<file path="config.mk">
export PLATFORM = sky130hd
export DESIGN_NAME = protobuf_sensor_frame_decoder
export DESIGN_NICKNAME = d
export VERILOG_FILES = /design/src/hw/rtl/pfd_pkg.sv /design/src/hw/rtl/pfd_front.sv /design/src/hw/rtl/pfd_queue.sv /design/src/hw/rtl/pfd_back.sv /design/src/hw/rtl/protobuf_sensor_frame_decoder.sv
export SDC_FILE = /design/constraint.sdc
export NUM_CORES = 1
export LEC_CHECK = 0
export BUFFER_PORTS_ARGS = -buffer_cell sky130_fd_sc_hd__buf_2
export CELL_PAD_IN_SITES_DETAIL_PLACEMENT = 2
export CELL_PAD_IN_SITES_GLOBAL_PLACEMENT = 2
export CORE_MARGIN = 2
export CORE_UTILIZATION = 46
export CTS_CLUSTER_DIAMETER = 120
export DETAILED_ROUTE_END_ITERATION = 12
export GPL_ROUTABILITY_DRIVEN = 0
export PLACE_DENSITY_LB_ADDON = 0.25
export SLEW_MARGIN = 20
export SYNTH_ARGS = -nofsm -noshare
export SYNTH_HDL_FRONTEND = slang
export SYNTH_SLANG_ARGS = --single-unit
export TNS_END_PERCENT = 5
</file>
<file path="constraint.sdc">
create_clock -name clk -period 60.7 [get_ports clk]
set_clock_uncertainty 0.1 [all_clocks]
set_input_delay 9.105 -clock clk [delete_from_list [all_inputs] [get_ports clk]]
set_output_delay 9.105 -clock clk [all_outputs]
set_load 0.005 [all_outputs]
</file>
<file path="src/hw/rtl/pfd_pkg.sv">
// ----------------------------------------------------------------------------
// pfd_pkg
// Shared types, codes and constants for the sensor frame decoder.
// ----------------------------------------------------------------------------
package pfd_pkg;

  // Depth of the op queue between the byte decoder and the frame builder
  localparam int unsigned QUEUE_DEPTH = 4;

  // Varint limits and wire types
  localparam logic [3:0] VARINT_MAX_GROUPS = 4'd10;
  localparam logic [2:0] WT_VARINT         = 3'd0;
  localparam logic [2:0] WT_FIXED32        = 3'd5;
  localparam logic [1:0] FIXED_LAST_BYTE   = 2'd3;

  // Field numbers that the frame knows; zero means "ignore this item"
  localparam logic [3:0] FLD_NONE        = 4'd0;
  localparam logic [3:0] FLD_SEQ         = 4'd1;
  localparam logic [3:0] FLD_TIMESTAMP   = 4'd2;
  localparam logic [3:0] FLD_ROLL        = 4'd3;
  localparam logic [3:0] FLD_PITCH       = 4'd4;
  localparam logic [3:0] FLD_YAW         = 4'd5;
  localparam logic [3:0] FLD_HEART_RATE  = 4'd6;
  localparam logic [3:0] FLD_CONDUCTANCE = 4'd7;
  localparam logic [3:0] FLD_IMU_VALID   = 4'd8;
  localparam logic [3:0] FLD_HR_VALID    = 4'd9;
  localparam logic [3:0] FLD_GSR_VALID   = 4'd10;
  localparam logic [28:0] FLD_MAX        = 29'd10;

  typedef enum logic [1:0] {
    PH_TAG   = 2'd0,
    PH_VALUE = 2'd1,
    PH_FIXED = 2'd2
  } phase_t;

  typedef enum logic [1:0] {
    ST_OK        = 2'd0,
    ST_TRUNCATED = 2'd1,
    ST_TOO_LONG  = 2'd2,
    ST_WIRE_TYPE = 2'd3
  } status_t;

  // One operation from the decoder to the frame builder
  typedef struct packed {
    logic        commit;   // write value into the field below
    logic [3:0]  field;
    logic [31:0] value;
    logic        nonzero;  // full 64-bit varint was nonzero
    logic        last;     // message ends: emit the frame
    status_t     status;
  } op_t;

  localparam int unsigned OP_W = $bits(op_t);

  // One finished frame
  typedef struct packed {
    logic [31:0] seq;
    logic [31:0] timestamp;
    logic [31:0] roll;
    logic [31:0] pitch;
    logic [31:0] yaw;
    logic [31:0] heart_rate;
    logic [31:0] conductance;
    logic        imu_valid;
    logic        hr_valid;
    logic        gsr_valid;
    status_t     status;
  } frame_t;

  // Bits a varint group adds to the low 32 bits of the accumulator
  function automatic logic [31:0] varint_low(input logic [3:0] group, input logic [6:0] d);
    logic [31:0] r;
    case (group)
      4'd0:    r = {25'd0, d};
      4'd1:    r = {18'd0, d, 7'd0};
      4'd2:    r = {11'd0, d, 14'd0};
      4'd3:    r = {4'd0, d, 21'd0};
      4'd4:    r = {d[3:0], 28'd0};
      default: r = 32'd0;
    endcase
    return r;
  endfunction

  // Whether a varint group sets any bit at or above bit 32 (bit 63 is the top)
  function automatic logic varint_high(input logic [3:0] group, input logic [6:0] d);
    logic r;
    case (group)
      4'd4:                   r = |d[6:4];
      4'd5, 4'd6, 4'd7, 4'd8: r = |d;
      4'd9:                   r = d[0];
      default:                r = 1'b0;
    endcase
    return r;
  endfunction

  // Reduce a full tag value to a known field number, or FLD_NONE
  function automatic logic [3:0] classify_field(input logic [31:0] acc, input logic hi);
    logic [3:0] r;
    if (hi || (acc[31:3] > FLD_MAX)) begin
      r = FLD_NONE;
    end else begin
      r = acc[6:3];
    end
    return r;
  endfunction

endpackage

</file>
<file path="src/hw/rtl/pfd_front.sv">
// ----------------------------------------------------------------------------
// pfd_front
// Byte decoder: walks tags, varints and fixed32 values and emits one op per
// byte that completes a known field or ends the message.
// ----------------------------------------------------------------------------
module pfd_front (
  input  logic          clk,
  input  logic          rst,
  input  logic          take,
  input  logic          byte_present,
  input  logic [7:0]    byte_value,
  input  logic          end_of_message,
  output logic          op_valid,
  output pfd_pkg::op_t  op
);

  pfd_pkg::phase_t  phase, phase_next;
  logic [3:0]       group_count, group_count_next;
  logic [31:0]      acc, acc_next;
  logic             acc_hi, acc_hi_next;
  logic [3:0]       field, field_next;
  logic [1:0]       fixed_count, fixed_count_next;
  pfd_pkg::status_t error_code, error_code_next;
  logic [31:0]      acc_byte;
  logic             hi_byte;
  logic             fixed_kind;
  logic             varint_kind;

  // Field kinds that a completed value may land in
  assign fixed_kind  = (field == pfd_pkg::FLD_ROLL) || (field == pfd_pkg::FLD_PITCH) ||
                       (field == pfd_pkg::FLD_YAW) || (field == pfd_pkg::FLD_HEART_RATE) ||
                       (field == pfd_pkg::FLD_CONDUCTANCE);
  assign varint_kind = (field == pfd_pkg::FLD_SEQ) || (field == pfd_pkg::FLD_TIMESTAMP) ||
                       (field == pfd_pkg::FLD_IMU_VALID) || (field == pfd_pkg::FLD_HR_VALID) ||
                       (field == pfd_pkg::FLD_GSR_VALID);

  // Hold decoder state
  always_ff @(posedge clk) begin
    if (rst) begin
      phase       <= pfd_pkg::PH_TAG;
      group_count <= '0;
      acc         <= '0;
      acc_hi      <= 1'b0;
      field       <= pfd_pkg::FLD_NONE;
      fixed_count <= '0;
      error_code  <= pfd_pkg::ST_OK;
    end else begin
      phase       <= phase_next;
      group_count <= group_count_next;
      acc         <= acc_next;
      acc_hi      <= acc_hi_next;
      field       <= field_next;
      fixed_count <= fixed_count_next;
      error_code  <= error_code_next;
    end
  end

  // Decode one byte, then close the message if it ends here
  always_comb begin
    phase_next       = phase;
    group_count_next = group_count;
    acc_next         = acc;
    acc_hi_next      = acc_hi;
    field_next       = field;
    fixed_count_next = fixed_count;
    error_code_next  = error_code;
    op               = '0;
    acc_byte         = '0;
    hi_byte          = 1'b0;

    if (take && byte_present && (error_code == pfd_pkg::ST_OK)) begin
      if (phase == pfd_pkg::PH_FIXED) begin
        acc_byte = acc | ({24'd0, byte_value} << {fixed_count, 3'd0});
        if (fixed_count == pfd_pkg::FIXED_LAST_BYTE) begin
          op.commit        = fixed_kind;
          op.field         = field;
          op.value         = acc_byte;
          acc_next         = '0;
          fixed_count_next = '0;
          phase_next       = pfd_pkg::PH_TAG;
        end else begin
          acc_next         = acc_byte;
          fixed_count_next = fixed_count + 2'd1;
        end
      end else begin
        acc_byte = acc | pfd_pkg::varint_low(group_count, byte_value[6:0]);
        hi_byte  = acc_hi | pfd_pkg::varint_high(group_count, byte_value[6:0]);
        if (byte_value[7]) begin
          acc_next         = acc_byte;
          acc_hi_next      = hi_byte;
          group_count_next = group_count + 4'd1;
          if (group_count_next >= pfd_pkg::VARINT_MAX_GROUPS) begin
            error_code_next = pfd_pkg::ST_TOO_LONG;
          end
        end else begin
          group_count_next = '0;
          acc_next         = '0;
          acc_hi_next      = 1'b0;
          if (phase == pfd_pkg::PH_TAG) begin
            field_next = pfd_pkg::classify_field(acc_byte, hi_byte);
            if (acc_byte[2:0] == pfd_pkg::WT_VARINT) begin
              phase_next = pfd_pkg::PH_VALUE;
            end else if (acc_byte[2:0] == pfd_pkg::WT_FIXED32) begin
              phase_next       = pfd_pkg::PH_FIXED;
              fixed_count_next = '0;
            end else begin
              error_code_next = pfd_pkg::ST_WIRE_TYPE;
            end
          end else begin
            op.commit  = varint_kind;
            op.field   = field;
            op.value   = acc_byte;
            op.nonzero = (acc_byte != 32'd0) || hi_byte;
            phase_next = pfd_pkg::PH_TAG;
          end
        end
      end
    end

    if (take && end_of_message) begin
      op.last = 1'b1;
      if (error_code_next != pfd_pkg::ST_OK) begin
        op.status = error_code_next;
      end else if ((phase_next == pfd_pkg::PH_TAG) && (group_count_next == 4'd0)) begin
        op.status = pfd_pkg::ST_OK;
      end else begin
        op.status = pfd_pkg::ST_TRUNCATED;
      end
      phase_next       = pfd_pkg::PH_TAG;
      group_count_next = '0;
      acc_next         = '0;
      acc_hi_next      = 1'b0;
      field_next       = pfd_pkg::FLD_NONE;
      fixed_count_next = '0;
      error_code_next  = pfd_pkg::ST_OK;
    end
  end

  // Push only ops that change the frame or close it
  assign op_valid = op.commit || op.last;

endmodule

</file>
<file path="src/hw/rtl/pfd_queue.sv">
// ----------------------------------------------------------------------------
// pfd_queue
// Small register queue of decoder ops between front and back.
// ----------------------------------------------------------------------------
module pfd_queue #(
  parameter int unsigned DEPTH = pfd_pkg::QUEUE_DEPTH
) (
  input  logic          clk,
  input  logic          rst,
  input  logic          wr_en,
  input  pfd_pkg::op_t  wr_data,
  output logic          full,
  input  logic          rd_en,
  output pfd_pkg::op_t  rd_data,
  output logic          empty
);

  localparam int unsigned PTR_W = (DEPTH > 1) ? $clog2(DEPTH) : 1;
  localparam int unsigned CNT_W = $clog2(DEPTH + 1);
  localparam logic [PTR_W-1:0] LAST_SLOT = PTR_W'(DEPTH - 1);
  localparam logic [CNT_W-1:0] CNT_FULL  = CNT_W'(DEPTH);

  pfd_pkg::op_t     slots [DEPTH];
  logic [PTR_W-1:0] wr_ptr;
  logic [PTR_W-1:0] rd_ptr;
  logic [CNT_W-1:0] count;
  logic             do_wr;
  logic             do_rd;

  assign full    = (count == CNT_FULL);
  assign empty   = (count == '0);
  assign do_wr   = wr_en && !full;
  assign do_rd   = rd_en && !empty;
  assign rd_data = slots[rd_ptr];

  // Store a pushed op
  always_ff @(posedge clk) begin
    if (do_wr) begin
      slots[wr_ptr] <= wr_data;
    end
  end

  // Advance pointers and track fill level
  always_ff @(posedge clk) begin
    if (rst) begin
      wr_ptr <= '0;
      rd_ptr <= '0;
      count  <= '0;
    end else begin
      if (do_wr) begin
        wr_ptr <= (wr_ptr == LAST_SLOT) ? '0 : wr_ptr + 1'b1;
      end
      if (do_rd) begin
        rd_ptr <= (rd_ptr == LAST_SLOT) ? '0 : rd_ptr + 1'b1;
      end
      if (do_wr && !do_rd) begin
        count <= count + 1'b1;
      end else if (do_rd && !do_wr) begin
        count <= count - 1'b1;
      end
    end
  end

endmodule

</file>
<file path="src/hw/rtl/pfd_back.sv">
// ----------------------------------------------------------------------------
// pfd_back
// Frame builder: applies field writes to the frame registers and moves the
// finished frame into the result register at message end.
// ----------------------------------------------------------------------------
module pfd_back (
  input  logic            clk,
  input  logic            rst,
  input  logic            op_avail,
  input  pfd_pkg::op_t    op,
  output logic            op_take,
  output logic            result_valid,
  output pfd_pkg::frame_t result,
  input  logic            result_take
);

  pfd_pkg::frame_t frame, frame_next;
  pfd_pkg::frame_t updated;
  logic            out_free;

  // Result slot frees up when empty or being popped this cycle
  assign out_free = !result_valid || result_take;
  assign op_take  = op_avail && (!op.last || out_free);

  // Apply the op's field write to the current frame
  always_comb begin
    updated = frame;
    if (op.commit) begin
      case (op.field)
        pfd_pkg::FLD_SEQ:         updated.seq         = op.value;
        pfd_pkg::FLD_TIMESTAMP:   updated.timestamp   = op.value;
        pfd_pkg::FLD_ROLL:        updated.roll        = op.value;
        pfd_pkg::FLD_PITCH:       updated.pitch       = op.value;
        pfd_pkg::FLD_YAW:         updated.yaw         = op.value;
        pfd_pkg::FLD_HEART_RATE:  updated.heart_rate  = op.value;
        pfd_pkg::FLD_CONDUCTANCE: updated.conductance = op.value;
        pfd_pkg::FLD_IMU_VALID:   updated.imu_valid   = op.nonzero;
        pfd_pkg::FLD_HR_VALID:    updated.hr_valid    = op.nonzero;
        pfd_pkg::FLD_GSR_VALID:   updated.gsr_valid   = op.nonzero;
        default:                  updated = frame;
      endcase
    end
    updated.status = op.status;
    frame_next     = frame;
    if (op_take) begin
      frame_next = op.last ? '0 : updated;
    end
  end

  // Hold the frame registers
  always_ff @(posedge clk) begin
    if (rst) begin
      frame <= '0;
    end else begin
      frame <= frame_next;
    end
  end

  // Load the result register at message end, drop it when popped
  always_ff @(posedge clk) begin
    if (rst) begin
      result_valid <= 1'b0;
    end else if (op_take && op.last) begin
      result_valid <= 1'b1;
    end else if (result_take) begin
      result_valid <= 1'b0;
    end
  end

  always_ff @(posedge clk) begin
    if (op_take && op.last) begin
      result <= updated;
    end
  end

endmodule

</file>
<file path="src/hw/rtl/protobuf_sensor_frame_decoder.sv">
// ----------------------------------------------------------------------------
// protobuf_sensor_frame_decoder
// Decodes a protobuf-encoded sensor frame, one byte per transfer, into a
// single frame result with a status per message.
// ----------------------------------------------------------------------------
//  channel  | handshake         | payload
//  ---------+-------------------+------------------------------------------
//  input    | push / full       | byte_present, byte_value, end_of_message
//  result   | pop / empty       | seq_number .. gsr_valid, status
//
//  One input transfer per cycle while full is low; each byte is decoded
//  combinationally. The end-of-message transfer writes its op into the op
//  queue, and the frame builder then loads the result register from it.
//  Reset (rst, synchronous) clears decoder state, the queue and the frame.
//  A waiting result stalls the frame builder only at the next end-of-message
//  op; full rises once the op queue of QUEUE_DEPTH entries fills, and the
//  byte decoder then waits.
// ----------------------------------------------------------------------------
module protobuf_sensor_frame_decoder #(
  parameter int unsigned QUEUE_DEPTH = pfd_pkg::QUEUE_DEPTH
) (
  input  logic               clk,
  input  logic               rst,
  input  logic               push,
  output logic               full,
  input  logic               byte_present,
  input  logic [7:0]         byte_value,
  input  logic               end_of_message,
  output logic               empty,
  input  logic               pop,
  output logic signed [31:0] seq_number,
  output logic signed [31:0] timestamp_ms,
  output logic [31:0]        roll_bits,
  output logic [31:0]        pitch_bits,
  output logic [31:0]        yaw_bits,
  output logic [31:0]        heart_rate_bits,
  output logic [31:0]        conductance_bits,
  output logic               imu_valid,
  output logic               hr_valid,
  output logic               gsr_valid,
  output logic [1:0]         status
);

  logic            take;
  logic            front_valid;
  pfd_pkg::op_t    front_op;
  pfd_pkg::op_t    queue_op;
  logic            queue_empty;
  logic            back_take;
  logic            result_valid;
  pfd_pkg::frame_t result;

  assign take = push && !full;

  pfd_front u_front (
    .clk            (clk),
    .rst            (rst),
    .take           (take),
    .byte_present   (byte_present),
    .byte_value     (byte_value),
    .end_of_message (end_of_message),
    .op_valid       (front_valid),
    .op             (front_op)
  );

  pfd_queue #(
    .DEPTH (QUEUE_DEPTH)
  ) u_queue (
    .clk     (clk),
    .rst     (rst),
    .wr_en   (front_valid),
    .wr_data (front_op),
    .full    (full),
    .rd_en   (back_take),
    .rd_data (queue_op),
    .empty   (queue_empty)
  );

  pfd_back u_back (
    .clk          (clk),
    .rst          (rst),
    .op_avail     (!queue_empty),
    .op           (queue_op),
    .op_take      (back_take),
    .result_valid (result_valid),
    .result       (result),
    .result_take  (pop)
  );

  // Drive result ports from the result register
  assign empty            = !result_valid;
  assign seq_number       = $signed(result.seq);
  assign timestamp_ms     = $signed(result.timestamp);
  assign roll_bits        = result.roll;
  assign pitch_bits       = result.pitch;
  assign yaw_bits         = result.yaw;
  assign heart_rate_bits  = result.heart_rate;
  assign conductance_bits = result.conductance;
  assign imu_valid        = result.imu_valid;
  assign hr_valid         = result.hr_valid;
  assign gsr_valid        = result.gsr_valid;
  assign status           = result.status;

endmodule

</file>
# == After elaboration in Yosys (flattened, before gate mapping) ==
# Memory sizes are Yosys's and may differ from the RTL's. A register that Yosys moved wholly into a read port is not among the register bits.
# Index checks and enable logic that the tools add are counted.
# op_classes
bitwise_logic,5
n_eq_ne,37
magnitude_cmp,2
shift,1
addsub,6
reduce_logical,50
mux,65
# ops
operator,count
$mux W229,2
$mux W32,12
$pmux W32 S5,1
$mux W38,3
$mux W37,2
$or A32 B32 Y32,2
$mux W2,25
$eq A4 B3 Y1 const B,12
$eq A4 B4 Y1 const B,8
$reduce_bool A32 Y1,1
$shl A8 B5 Y32,1
$gt A29 B4 Y1 const B,1
$eq A4 B2 Y1 const B,6
$mux W4,4
$logic_or A1 B1 Y1,13
$eq A4 B1 Y1 const B,3
$mux W1,12
$logic_and A1 B1 Y1,11
$reduce_bool A2 Y1,5
$mux W3,3
$eq A2 B2 Y1 const B,4
$logic_not A4 Y1,2
$reduce_or A7 Y1,1
$add A2 B1 Y2 const B,3
18 further kinds,29
# totals
ramBits,164
reg_bits,513
memories,1
# mem_list
name,words,word_bits,rd,rd_clocked_by_memory_dff,write_ports,line_no,source
u_queue.slots,4,41,1,1,1,pfd_queue.sv:23,pfd_pkg::op_t slots [DEPTH];

# == Depth between registers and ports, before layout ==
# depth
word_depth,25
mapped_depth,12
mapped_depth_nobuf,11

# == Modules after synthesis ==
# From an unflattened synthesis, not the netlist that was laid out.
# unflattened
hier_cells,2088
area_unflattened_um2,28164.5
# modules_own_cells
module,seq_area_each_um2,area_per_inst_um2,n_inst,cells_per_inst
pfd_back,11441.0,18520.3,1,1366
pfd_queue,5104.9,6409.9,1,265
pfd_front,940.9,3213.1,1,454
protobuf_sensor_frame_decoder,0.0,21.3,1,3

# == Worst setup path after synthesis ==
# OpenSTA, ideal clock, no wires.
# synth_timing
path_type,input to register
from,input port pop
to,"register, netlist name u_back.result[0]"
path_stages,2
slack_ns,33.774
setup_ns,1.147
n_path_buf,0
t_arrival_ns,25.679
path_cell_list,nor2b_1 -> nor3b_1
# synth_between
elab_chain_len,4
# synth_rtl
item,line_no,source
start: declaration,protobuf_sensor_frame_decoder.sv:30,"input logic pop,"
$logic_or A1 B1 Y1,pfd_back.sv:22,assign out_free = !result_valid || result_take;
$logic_or A1 B1 Y1,pfd_back.sv:23,assign op_take = op_avail && (!op.last || out_free);
$logic_and A1 B1 Y1,pfd_back.sv:23,
$logic_and A1 B1 Y1,pfd_back.sv:71,if (op_take && op.last) begin
# No other way between the ends.
# A chain may end at the register's enable or synchronous reset.

# == Final worst setup path ==
# layout_timing
from,input port byte_value[7]
to,register u_queue.count[1]
# layout_between
elab_chain_len,8
elab_cells_between_ends,10
classes_between,mux: 4; reduce/logical: 6
# layout_rtl
item,line_no,source
start: declaration,protobuf_sensor_frame_decoder.sv:27,"input logic [7:0] byte_value,"
$mux W38 (*),pfd_front.sv:88,if (byte_value[7]) begin
$mux W37 (*),pfd_front.sv:72,if (phase == pfd_pkg::PH_FIXED) begin
$mux W38 (*),pfd_front.sv:71,if (take && byte_present && (error_code == pfd_pkg::ST_OK)) begin
$logic_or A1 B1 Y1 (*),pfd_front.sv:140,assign op_valid = op.commit || op.last;
$logic_and A1 B1 Y1 (*),pfd_queue.sv:32,assign do_wr = wr_en && !full;
via u_queue.do_wr,pfd_queue.sv:27,logic do_wr;
$logic_not A1 Y1,pfd_queue.sv:58,end else if (do_rd && !do_wr) begin
$logic_and A1 B1 Y1,pfd_queue.sv:58,
$reduce_bool A2 Y1 (no source line),--,
end signal: assignment,pfd_queue.sv:57,count <= count + 1'b1;
end signal: assignment,pfd_queue.sv:59,count <= count - 1'b1;
end: declaration,pfd_queue.sv:26,logic [CNT_W-1:0] count;
# Mark *: on every way through the listed nets, which the timed path passes. The rest lies on a longest branch.

==> insert_results.sql <==
INSERT INTO impl_metrics (metric_group, metric, value, unit) VALUES
('sta', 'final_setup_viols', '0', ''),
('critical_path', 'cp.arrival', '11.85', 'ns'),
('detailed_routing', 'post-route-drc-count', '0', ''),
('layout', 'num-fill-cells', '5155', ''),
('placed_design', 'detailed_place_hpwl', '56.27', 'mm'),
('logic_synthesis', 'postSynthAreaPerCell', '15.03', 'um2'),
('floorplan', 'core_area', '57590', 'um2'),
('pwr', 'worst_ir_drop_vdd', '0.03913', 'mV'),
('pwr', 'totalPowerFinal', '1.439', 'mW'),
('layout', 'design.final.nets', '2028', ''),
('sta', 'grt_setup_unrepaired', 'no', ''),
('pwr', 'static-leakage-power', '11.26', 'nW'),
('detailed_routing', 'drt_first_pass_iters', '5', ''),
('critical_path', 'reg2reg_to', 'u_back.frame[88]', ''),
('detailed_routing', 'number_of_vias_per_cell', '6.408', ''),
('logic_synthesis', 'yosys_warnings', '0', ''),
('critical_path', 'cp-endpoint', 'u_queue.count[1]', ''),
('floorplan', 'io-pin-count', '245', ''),
('clocking', 'clkSinkCount', '677', ''),
('global_route', 'wire_length_of_the_first_global_routing_pass', '140.1', 'mm'),
('sta', 'worst_max_slew_margin_expressed_relative_to_the_limit', '0.2007', ''),
('global_route', 'global_route.usage.total', '0.3181', ''),
('critical_path', 'critical-path-top-delay-family', 'buffers and inverters', ''),
('critical_path', 'cell_mode_on_critical_path', 'sky130_fd_sc_hd__inv_1', ''),
('sta', 'tightest_slew', '1.199', 'ns'),
('clocking', 'cts.root.buffer_cell', 'sky130_fd_sc_hd__clkbuf_16', ''),
('clocking', 'clk_latency', '0.63', 'ns'),
('logic_synthesis', 'synth-async-reset-ratio', '0', ''),
('critical_path', 'worstSetupStartpointType', 'input port', ''),
('detailed_routing', 'initialDrtViolationCount', '1578', ''),
('sta', 'min_period_over_period', '0.1894', ''),
('clocking', 'cts-root-to-sink-buffers', '3', ''),
('floorplan', 'initial_utilization', '0.4643', ''),
('floorplan', 'die_span_in_x', '245.1', 'um'),
('critical_path', 'timing.critical_path.slowest_cell_delay', '0.68', 'ns'),
('logic_synthesis', 'synth-edff-count', '393', ''),
('sta', 'max_clock_freq', '86.98', 'MHz'),
('floorplan', 'rows', '88', ''),
('layout', 'antenna_cells', '0', ''),
('layout', 'most_common_library_cell_in_the_layout_ignoring_fill_and_taps', 'sky130_fd_sc_hd__edfxtp_1', ''),
('clocking', 'cts_htree_levels', '3', ''),
('critical_path', 'worst_path_max_delay_cell', 'sky130_fd_sc_hd__a221oi_2', ''),
('pwr', 'power.density', '46.37', 'nW/um2'),
('logic_synthesis', 'synth_area', '26740', 'um2'),
('floorplan', 'die_area', '60060', 'um2'),
('placed_design', 'io_buffers', '244', ''),
('clocking', 'cts.repair.resized', '0', ''),
('critical_path', 'cp_data_required_time', '61.06', 'ns'),
('clocking', 'cts_inserted_buffers', '73', ''),
('sta', 'finalWorstPathRequiredPeriod', '11.50', 'ns'),
('critical_path', 'critical_path.startpoint', 'byte_value[7]', ''),
('critical_path', 'path_cells', 'buf_2 -> nor2b_1 -> and3_1 -> a221oi_2 -> buf_4 -> inv_1 -> ha_1 -> inv_1 -> fa_1 -> mux2i_1 -> nor2_1', ''),
('clocking', 'cts_hold_buffers', '0', ''),
('logic_synthesis', 'synthFlopType', 'sky130_fd_sc_hd__edfxtp_1', ''),
('critical_path', 'path_max_fanout', '18', ''),
('detailed_routing', 'vias', '18120', ''),
('critical_path', 'critical_path_depth', '11', ''),
('detailed_routing', 'wire_per_inst', '33.93', 'um'),
('detailed_routing', 'antenna_violating_nets_remaining', '0', ''),
('critical_path', 'crit_path_end_kind', 'flip-flop', ''),
('clocking', 'tritoncts', 'yes', ''),
('sta', 'hold_viol', '0', ''),
('logic_synthesis', 'share_of_the_yosys_chip_area_belonging_to_registers', '0.6541', ''),
('run_status', 'status', 'finished clean', ''),
('critical_path', 'critPathBufInv', '4', ''),
('clocking', 'cts.reportedPaths.clkPinSlew', '0.06', 'ns'),
('clocking', 'post_cts_buffers', '0', ''),
('logic_synthesis', 'ys_types', '74', ''),
('layout', 'layout-drive-gt1-share', '0.3332', ''),
('layout', 'area_growth_syn_to_layout', '16.08', '%'),
('sta', 'fin_setup_tns', '0', 'ns');
## worst reg2reg max path, stage by stage, from the launching register on
cell and delay [ns]:
sky130_fd_sc_hd__dfxtp_2 0.31, sky130_fd_sc_hd__buf_4 0.65, sky130_fd_sc_hd__mux4_2 0.69, sky130_fd_sc_hd__nor2b_1 0.44, sky130_fd_sc_hd__and3_2 0.54, sky130_fd_sc_hd__buf_4 0.53, sky130_fd_sc_hd__nand2_2 0.75, sky130_fd_sc_hd__o2bb2ai_1 0.48
## worst min path at each step
stage                           start                end  slack [ns]  depth (start not counted)
finish               u_back.frame[89]   u_back.frame[89]        0.36                          1
global route         u_back.frame[89]   u_back.frame[89]        0.38                          1
CTS                 u_back.frame[227]  u_back.frame[227]        0.37                          1
detailed placement  u_back.frame[114]  u_back.frame[114]        0.34                          1
global placement      u_back.frame[3]    u_back.frame[3]        0.33                          2
floorplan             u_back.frame[3]    u_back.frame[3]        0.32                          2
## final cells by class
| class | instances | area, um2 | share of cell area |
|---|---|---|---|
| clock buffers | 108 | 2146 | 0.06914 |
| clock inverters | 28 | 361.6 | 0.01165 |
| inverters | 28 | 105.1 | 0.003387 |
| multi-input cells | 948 | 8524 | 0.2747 |
| flip-flops and latches | 677 | 17490 | 0.5635 |
| well taps | 765 | 957.2 | 0.03084 |
| repair buffers | 273 | 1451 | 0.04677 |
## registers in the layout, summed over array words and instances, names as in the netlist, named ones only
signal / cells
u_back.frame: 227
u_back.result: 229
u_back.result_valid: 1
u_front.acc: 32
u_front.acc_hi: 1
u_front.error_code: 2
u_front.field: 4
u_front.fixed_count: 2
u_front.group_count: 4
u_front.phase: 2
u_queue.count: 3
u_queue.rd_ptr: 2
u_queue.slots: 164
u_queue.wr_ptr: 2
## Yosys cell counts (9+ instances only)
| master | n | area share |
|---|---|---|
| sky130_fd_sc_hd__buf_6 | 15 | 0.0063 |
| sky130_fd_sc_hd__buf_2 | 35 | 0.0066 |
| sky130_fd_sc_hd__o2bb2ai_1 | 225 | 0.074 |
| sky130_fd_sc_hd__a31oi_1 | 19 | 0.0044 |
| sky130_fd_sc_hd__nor2_1 | 51 | 0.0072 |
| sky130_fd_sc_hd__edfxtp_1 | 393 | 0.44 |
| sky130_fd_sc_hd__dfxtp_1 | 284 | 0.21 |
| sky130_fd_sc_hd__a222oi_1 | 13 | 0.0049 |
| sky130_fd_sc_hd__buf_4 | 18 | 0.0051 |
| sky130_fd_sc_hd__inv_1 | 28 | 0.0039 |
| sky130_fd_sc_hd__a21oi_1 | 60 | 0.011 |
| sky130_fd_sc_hd__nand3_1 | 16 | 0.0030 |
| sky130_fd_sc_hd__nor2b_1 | 15 | 0.0035 |
| sky130_fd_sc_hd__nand2b_1 | 40 | 0.0094 |
| sky130_fd_sc_hd__o22a_1 | 18 | 0.0059 |
| sky130_fd_sc_hd__and2_1 | 10 | 0.0023 |
| sky130_fd_sc_hd__and3_1 | 9 | 0.0021 |
| sky130_fd_sc_hd__mux2_2 | 227 | 0.096 |
| sky130_fd_sc_hd__nand4_1 | 17 | 0.0040 |
| sky130_fd_sc_hd__o22ai_1 | 13 | 0.0030 |
| sky130_fd_sc_hd__nor3_1 | 9 | 0.0017 |
| sky130_fd_sc_hd__clkbuf_1 | 54 | 0.0076 |
| sky130_fd_sc_hd__nand2_1 | 36 | 0.0051 |
| sky130_fd_sc_hd__mux4_2 | 41 | 0.035 |
| sky130_fd_sc_hd__ha_1 | 12 | 0.0056 |
## cells by family after synthesis
family	synth area share
AND/OR/NAND/NOR	0.05040
buffers and inverters	0.03000
XOR/XNOR	0.0009830
flip-flops	0.6541
multiplexers	0.1316
adder cells (fa/ha/maj)	0.006365
AO/OA/AOI/OAI	0.1265
## through the flow
step	area [um2]	setup slack (ns)	cells	hold WS [ns]
global placement	28510	48.65	2690	0.3329
detailed placement	28510	48.45	2690	0.3427
global route	31030	49.07	2827	0.3831
CTS	31020	49.02	2826	0.3654
floorplan	26740	33.77	1779	0.3196
finish	31030	49.20	2827	0.3643
## per-layer routing
metal | wire length, um | up-vias | share of wire | GRT usage
li1 | - | 7456 | - | -
met2 | 49060 | 875 | 0.51 | 0.5547
met5 | 13 | - | 0.00014 | 0
met1 | 37890 | 9585 | 0.39 | 0.4020
met3 | 5873 | 197 | 0.061 | 0.04745
met4 | 3083 | 2 | 0.032 | 0.1146
## power breakdown
| group | total [mW] | switching [mW] | internal (mW) |
|---|---|---|---|
| Clock | 0.474 | 0.197 | 0.278 |
| Combinational | 0.349 | 0.245 | 0.104 |
| Sequential | 0.615 | 0.0341 | 0.581 |
| Total | 1.44 | 0.476 | 0.963 |
Note: power is estimated with default switching activity, not from simulation.
